--- src/xsr_pkg.sv ---
// Shared constants and types for the xoshiro256** generator.
package xsr_pkg;

    localparam int WORD_W = 64;
    localparam int HALF_W = 32;
    localparam int NUM_WORDS = 4;

    localparam logic [WORD_W-1:0] GOLDEN_GAMMA = 64'h9E3779B97F4A7C15;
    localparam logic [WORD_W-1:0] MIX_MUL_A    = 64'hBF58476D1CE4E5B9;
    localparam logic [WORD_W-1:0] MIX_MUL_B    = 64'h94D049BB133111EB;

    localparam logic [WORD_W-1:0] INIT_WORD0 = 64'h9ABCDEF012345678;
    localparam logic [WORD_W-1:0] INIT_WORD1 = 64'h1234567890ABCDEF;
    localparam logic [WORD_W-1:0] INIT_WORD2 = 64'hFEDCBA9876543210;
    localparam logic [WORD_W-1:0] INIT_WORD3 = 64'hABCDEF0123456789;

    localparam logic CMD_DRAW   = 1'b0;
    localparam logic CMD_RESEED = 1'b1;

    localparam logic [1:0] MUL_STEP_LAST = 2'd2;
    localparam logic [1:0] WORD_IDX_LAST = 2'd3;

    typedef enum logic [5:0] {
        ST_IDLE     = 6'b000001,
        ST_DRAW_OUT = 6'b000010,
        ST_RS_ADD   = 6'b000100,
        ST_RS_XOR   = 6'b001000,
        ST_RS_MUL   = 6'b010000,
        ST_RS_STORE = 6'b100000
    } xsr_state_t;

endpackage

--- src/xoshiro256ss_random_generator.sv ---
// Top level of the xoshiro256** generator with SplitMix64 reseeding.
//
//   Channel   Direction  Handshake          Payload
//   s_        in         s_valid / s_ready  s_cmd, s_seed_value
//   m_        out        m_valid / m_ready  m_random_word
//
// A draw advances the state and registers the scrambler's first half on
// acceptance, and the output register loads in ST_DRAW_OUT once it is free.
// A reseed runs four SplitMix64 rounds after acceptance, each an add, then an
// xor and a multiply twice, then a store, where each 64-bit constant multiply
// runs as three passes through one 32x32 multiplier.
// Reset is synchronous and active low; it loads the four fixed state words.
// A waiting result holds the draw in its final cycle until m_ready frees the
// output register.
module xoshiro256ss_random_generator (
    input  logic                        aclk,
    input  logic                        aresetn,
    input  logic                        s_valid,
    output logic                        s_ready,
    input  logic                        s_cmd,
    input  logic [xsr_pkg::WORD_W-1:0]  s_seed_value,
    output logic                        m_valid,
    input  logic                        m_ready,
    output logic [xsr_pkg::WORD_W-1:0]  m_random_word
);
    import xsr_pkg::*;

    xsr_state_t state_reg, state_next;

    logic [WORD_W-1:0] gen_word_reg  [NUM_WORDS];
    logic [WORD_W-1:0] gen_word_next [NUM_WORDS];

    logic [WORD_W-1:0] acc_reg, acc_next;
    logic [WORD_W-1:0] z_reg, z_next;
    logic [WORD_W-1:0] prod_reg, prod_next;
    logic [WORD_W-1:0] out_reg, out_next;
    logic              m_valid_reg, m_valid_next;
    logic [1:0]        mul_step_reg, mul_step_next;
    logic              mix_sel_reg, mix_sel_next;
    logic [1:0]        word_idx_reg, word_idx_next;

    logic [WORD_W-1:0] w1_times5;
    logic [WORD_W-1:0] w2_x, w3_x, w1_x, w0_x;
    logic [WORD_W-1:0] mix_const;
    logic [HALF_W-1:0] mul_a, mul_b;
    logic [WORD_W-1:0] mul_p;

    assign s_ready       = (state_reg == ST_IDLE);
    assign m_valid       = m_valid_reg;
    assign m_random_word = out_reg;

    assign w1_times5 = gen_word_reg[1] + {gen_word_reg[1][WORD_W-3:0], 2'b00};
    assign w2_x      = gen_word_reg[2] ^ gen_word_reg[0];
    assign w3_x      = gen_word_reg[3] ^ gen_word_reg[1];
    assign w1_x      = gen_word_reg[1] ^ w2_x;
    assign w0_x      = gen_word_reg[0] ^ w3_x;

    // The low 64 bits of the product are built from three 32x32 partial products.
    assign mix_const = mix_sel_reg ? MIX_MUL_B : MIX_MUL_A;
    assign mul_a     = (mul_step_reg == 2'd1) ? z_reg[WORD_W-1:HALF_W] : z_reg[HALF_W-1:0];
    assign mul_b     = (mul_step_reg == MUL_STEP_LAST) ? mix_const[WORD_W-1:HALF_W]
                                                       : mix_const[HALF_W-1:0];
    assign mul_p     = {{HALF_W{1'b0}}, mul_a} * {{HALF_W{1'b0}}, mul_b};

    always_comb begin
        state_next    = state_reg;
        gen_word_next = gen_word_reg;
        acc_next      = acc_reg;
        z_next        = z_reg;
        prod_next     = prod_reg;
        out_next      = out_reg;
        m_valid_next  = m_valid_reg && !m_ready;
        mul_step_next = mul_step_reg;
        mix_sel_next  = mix_sel_reg;
        word_idx_next = word_idx_reg;

        case (state_reg)
            ST_IDLE: begin
                if (s_valid) begin
                    if (s_cmd == CMD_RESEED) begin
                        acc_next      = s_seed_value;
                        word_idx_next = 2'd0;
                        mix_sel_next  = 1'b0;
                        state_next    = ST_RS_ADD;
                    end else begin
                        z_next           = {w1_times5[WORD_W-8:0], w1_times5[WORD_W-1:WORD_W-7]};
                        gen_word_next[0] = w0_x;
                        gen_word_next[1] = w1_x;
                        gen_word_next[2] = w2_x ^ {gen_word_reg[1][WORD_W-18:0], 17'b0};
                        gen_word_next[3] = {w3_x[18:0], w3_x[WORD_W-1:19]};
                        state_next       = ST_DRAW_OUT;
                    end
                end
            end
            ST_DRAW_OUT: begin
                if (!m_valid_reg || m_ready) begin
                    out_next     = z_reg + {z_reg[WORD_W-4:0], 3'b000};
                    m_valid_next = 1'b1;
                    state_next   = ST_IDLE;
                end
            end
            ST_RS_ADD: begin
                acc_next   = acc_reg + GOLDEN_GAMMA;
                state_next = ST_RS_XOR;
            end
            ST_RS_XOR: begin
                if (mix_sel_reg) begin
                    z_next = prod_reg ^ {27'b0, prod_reg[WORD_W-1:27]};
                end else begin
                    z_next = acc_reg ^ {30'b0, acc_reg[WORD_W-1:30]};
                end
                mul_step_next = 2'd0;
                state_next    = ST_RS_MUL;
            end
            ST_RS_MUL: begin
                if (mul_step_reg == 2'd0) begin
                    prod_next = mul_p;
                end else begin
                    prod_next[WORD_W-1:HALF_W] = prod_reg[WORD_W-1:HALF_W] + mul_p[HALF_W-1:0];
                end
                if (mul_step_reg == MUL_STEP_LAST) begin
                    mul_step_next = 2'd0;
                    if (mix_sel_reg) begin
                        state_next = ST_RS_STORE;
                    end else begin
                        mix_sel_next = 1'b1;
                        state_next   = ST_RS_XOR;
                    end
                end else begin
                    mul_step_next = mul_step_reg + 2'd1;
                end
            end
            ST_RS_STORE: begin
                gen_word_next[word_idx_reg] = prod_reg ^ {31'b0, prod_reg[WORD_W-1:31]};
                mix_sel_next = 1'b0;
                if (word_idx_reg == WORD_IDX_LAST) begin
                    state_next = ST_IDLE;
                end else begin
                    word_idx_next = word_idx_reg + 2'd1;
                    state_next    = ST_RS_ADD;
                end
            end
            default: begin
                state_next = ST_IDLE;
            end
        endcase
    end

    always_ff @(posedge aclk) begin
        if (!aresetn) begin
            state_reg       <= ST_IDLE;
            m_valid_reg     <= 1'b0;
            mul_step_reg    <= 2'd0;
            mix_sel_reg     <= 1'b0;
            word_idx_reg    <= 2'd0;
            gen_word_reg[0] <= INIT_WORD0;
            gen_word_reg[1] <= INIT_WORD1;
            gen_word_reg[2] <= INIT_WORD2;
            gen_word_reg[3] <= INIT_WORD3;
        end else begin
            state_reg    <= state_next;
            m_valid_reg  <= m_valid_next;
            mul_step_reg <= mul_step_next;
            mix_sel_reg  <= mix_sel_next;
            word_idx_reg <= word_idx_next;
            gen_word_reg <= gen_word_next;
        end
    end

    always_ff @(posedge aclk) begin
        acc_reg  <= acc_next;
        z_reg    <= z_next;
        prod_reg <= prod_next;
        out_reg  <= out_next;
    end

endmodule

--- config.mk ---
export PLATFORM = sky130hd
export DESIGN_NAME = xoshiro256ss_random_generator
export DESIGN_NICKNAME = d
export VERILOG_FILES = /design/src/xsr_pkg.sv /design/src/xoshiro256ss_random_generator.sv
export SDC_FILE = /design/constraint.sdc
export NUM_CORES = 2
export LEC_CHECK = 0
export BUFFER_PORTS_ARGS = -buffer_cell sky130_fd_sc_hd__buf_2
export CAP_MARGIN = 20
export CELL_PAD_IN_SITES_DETAIL_PLACEMENT = 1
export CELL_PAD_IN_SITES_GLOBAL_PLACEMENT = 2
export CORE_ASPECT_RATIO = 0.7
export CORE_MARGIN = 2
export CORE_UTILIZATION = 45
export DETAILED_ROUTE_END_ITERATION = 6
export HOLD_SLACK_MARGIN = 0.08
export PLACE_DENSITY = 0.9
export SETUP_SLACK_MARGIN = 0.02
export SYNTH_ARGS = -nofsm -noshare
export SYNTH_HDL_FRONTEND = slang
export SYNTH_SLANG_ARGS = --single-unit
--- constraint.sdc ---
create_clock -name aclk -period 30.8 [get_ports aclk]
set_input_delay 6.16 -clock aclk [delete_from_list [all_inputs] [get_ports aclk]]
set_output_delay 6.16 -clock aclk [all_outputs]
set_load 0.01 [all_outputs]
==> results by group <==
Routing
  – DRT iter0 DRCs: roughly 7600
  – Post-detailed-route wirelength per cell: 31.4 µm
  – Drt pass-1 iters: 6
  – Final ANT Viol Nets: 0
  – Vias/cell: 6.25
  – Vias after detailed routing: 58100
  – Detailed-route DRC error count: 0
  – WL final: 292000 µm

GRT
  – Remaining global-route overflow: 0
  – Initial antenna violation count: 15
  – First-pass GRT wire length: 418000 µm
  – Vias in the first global route: 57400
  – Global-route usage over all layers: between 30% and 40%
  – Largest net degree at the start of global routing: roughly 150

Critical path
  – CP top delay family: adder cells
  – CP Max Fanout: 24
  – Slowest CP cell: a2111oi_1
  – CP peak stage delay: 730 ps
  – WP data required: 31190 ps
  – Data arrival, critical path: 12010 ps
  – Critical path class: reg2reg
  – Crit. End Element: flip-flop
  – Most used cell, CP: fa_1
  – Startpoint Class: flip-flop
  – Buf+Inv Stages, Crit Path: 8

STA
  – Max-slew violation count: 0
  – Min Clock Period, post-route: 11620 ps
  – TNS Setup: 0 ps
  – Peak Freq: ~86 MHz
  – Final worst-path cycle share: roughly 38%
  – Final Hold Viols: 0
  – RSZ-0062 raised after global routing: no
  – Setup violations, final: 0
  – Worst-margin pin slew: around 1200 ps
  – Max transition margin: 17.6%
  – Skew final: around 22 ps

Yosys
  – YS warnings: 0
  – Ys flop type: dfxtp_1
  – EDFF count, synth: 256
  – Seq/Total Area, Yosys: 19.8%
  – Post-Syn Nets: 8790
  – Synth Cell Area: 0.0658 mm²
  – Asr flop ratio synth: 0%
  – Mapped Cells: 7411
  – Synth Register Bits: between 500 and 600
  – Synth cell types: 98
  – Synthesized area per cell: 8.88 µm²

Worst hold path
  – Hold Crit Class: reg2reg

Placed design
  – Detail Placement HPWL: 237000 µm
  – Final Wtd Congestion: 1.05
  – Port Buf Inserts: between 100 and 150

Finish
  – Area growth syn-to-layout: 6.58%
  – Filler cells: 16900
  – Share of cells above drive strength 1: approximately 5.6%
  – Multi-input logic area: roughly 0.047 mm²
  – Reg area: about 0.013 mm²
  – Max reg flops: around 260
  – Post-layout nets: 8654

CTS
  – Post_cts resized: 0
  – Clock root cell: clkbuf_16
  – Clock Path Buffers: 3
  – H-tree Lvls: 2
  – CTS tree: built
  – Post-CTS Setup Bufs: 0
  – Clock Pin Slew Worst Setup and Hold Paths: roughly 70 ps
  – Hold-fix buffers at CTS: 0
  – Clock Sinks: 524
  – Clock Latency Late Sink: 670 ps
  – TritonCTS Buffers: 57

Die
  – Die span in y: 324 µm
  – Starting Density: a little under half
  – Core area: 0.145 mm²
  – Die width: 461 µm
  – Ports: about 140
  – Row cnt: around 120
  – Die area: 0.149 mm²

Run status
  – Status: complete, no violations

Job
  – Max_cap viols: 0
## synth_stat cells, types with 51 or more instances
library cell / number / area (µm²)
a21o_1: 139 / 1040
dfxtp_1: 268 / 5370
xnor2_1: 327 / 2860
nand2_1: 486 / 1820
and3_1: 55 / 344
nand2b_1: 60 / 375
a211oi_1: 57 / 428
xor2_1: 215 / 1880
o211ai_1: 142 / 1070
clkbuf_1: 362 / 1360
ha_1: 490 / 6130
nor2b_1: 99 / 619
edfxtp_1: 256 / 7690
and2_1: 51 / 319
a31oi_1: 111 / 694
nand3_1: 140 / 701
fa_1: 820 / 16400
inv_1: 1015 / 3810
a21oi_1: 451 / 2260
nor2_1: 692 / 2600
o21ai_0: 443 / 2220
a311oi_1: 73 / 639
o211a_1: 58 / 581
## worst paths after layout
kind,start,endpoint,slack (ps),depth (start not counted)
setup / recovery,mul_step_reg[1],prod_reg[62],19180,36
hold / removal,gen_word_reg[74],gen_word_reg[74],480,2
setup reg to reg,mul_step_reg[1],prod_reg[62],19180,36
hold reg to reg,gen_word_reg[74],gen_word_reg[74],480,2
## worst register-to-register path, delay by kind of cell, from the launching register on
kind | cells | cell delay, ps
AOI/OAI and AO/OA | 11 | 2810
xor gates and xnor gates | 2 | 450
adders and majority gates | 10 | 4830
buffers and inverters | 8 | 1260
DFF | 1 | 440
muxes | 1 | 680
and+or+nand+nor | 4 | 870
## placed cells by master (no fill, tap or decap), types with 51 or more instances in the layout
master        n
nand2b_1     57
fa_1        820
a21oi_1     451
edfxtp_1    256
nor2_1      686
inv_1      1015
a31oi_1     111
and3_1       55
o211a_1      58
buf_4        72
nand2_1     483
xor2_1      215
nor2b_1      96
xnor2_1     327
a311oi_1     73
and2_1       51
clkbuf_16    57
dfxtp_1     267
ha_1        486
o211ai_1    142
a211oi_1     57
nand3_1     140
o21ai_0     443
a21o_1      139
buf_2       133
## cells by family after synthesis
logic type / count (synthesis) / share of synthesized area [%]
compound gates: 1779 / 17.4
simple gates: 1771 / 12.1
buf+inv: 1424 / 8.21
fa+ha+maj: 1310 / 34.3
xor+xnor: 543 / 7.25
flops: 524 / 19.8
mux: 58 / 0.926
other cells: 2 / 0.0114
## metal layers
layer,wire length [µm],vias up,track usage [%]
li1,-,24500,-
met1,134000,29800,60.4
met2,108000,3386,49.4
met3,42900,348,15.4
met4,6620,12,7.78
met5,239,-,0
## through the flow
stage | std cells | util [%] | cell area (µm²) | worst slack (ps) | hold slack [ps]
after floorplan | 7411 | - | 65800 | 20700 | 454
after global placement | 9176 | 46.9 | 68100 | 19640 | 464
after detailed placement | 9177 | 46.9 | 68100 | 19420 | 475
after CTS | 9281 | 48.3 | 70100 | 19380 | 484
after global routing | 9287 | 48.3 | 70100 | 18600 | 507
final | 9293 | 48.3 | 70100 | 19180 | 481
## area by class of cell
type | instances | area share (%)
clock buffers | 78 | 2.29
diodes | 10 | 0.0357
flip-flops and latches | 524 | 18.6
multi-input cells | 5463 | 67.7
repair buffers | 212 | 1.86
clock inverters | 26 | 0.501
well taps | 1963 | 3.50
inverters | 1017 | 5.44
Power is left out: the tool's default activity adds up to more than one toggle a clock period on the data nets, which glitch-free logic cannot reach.
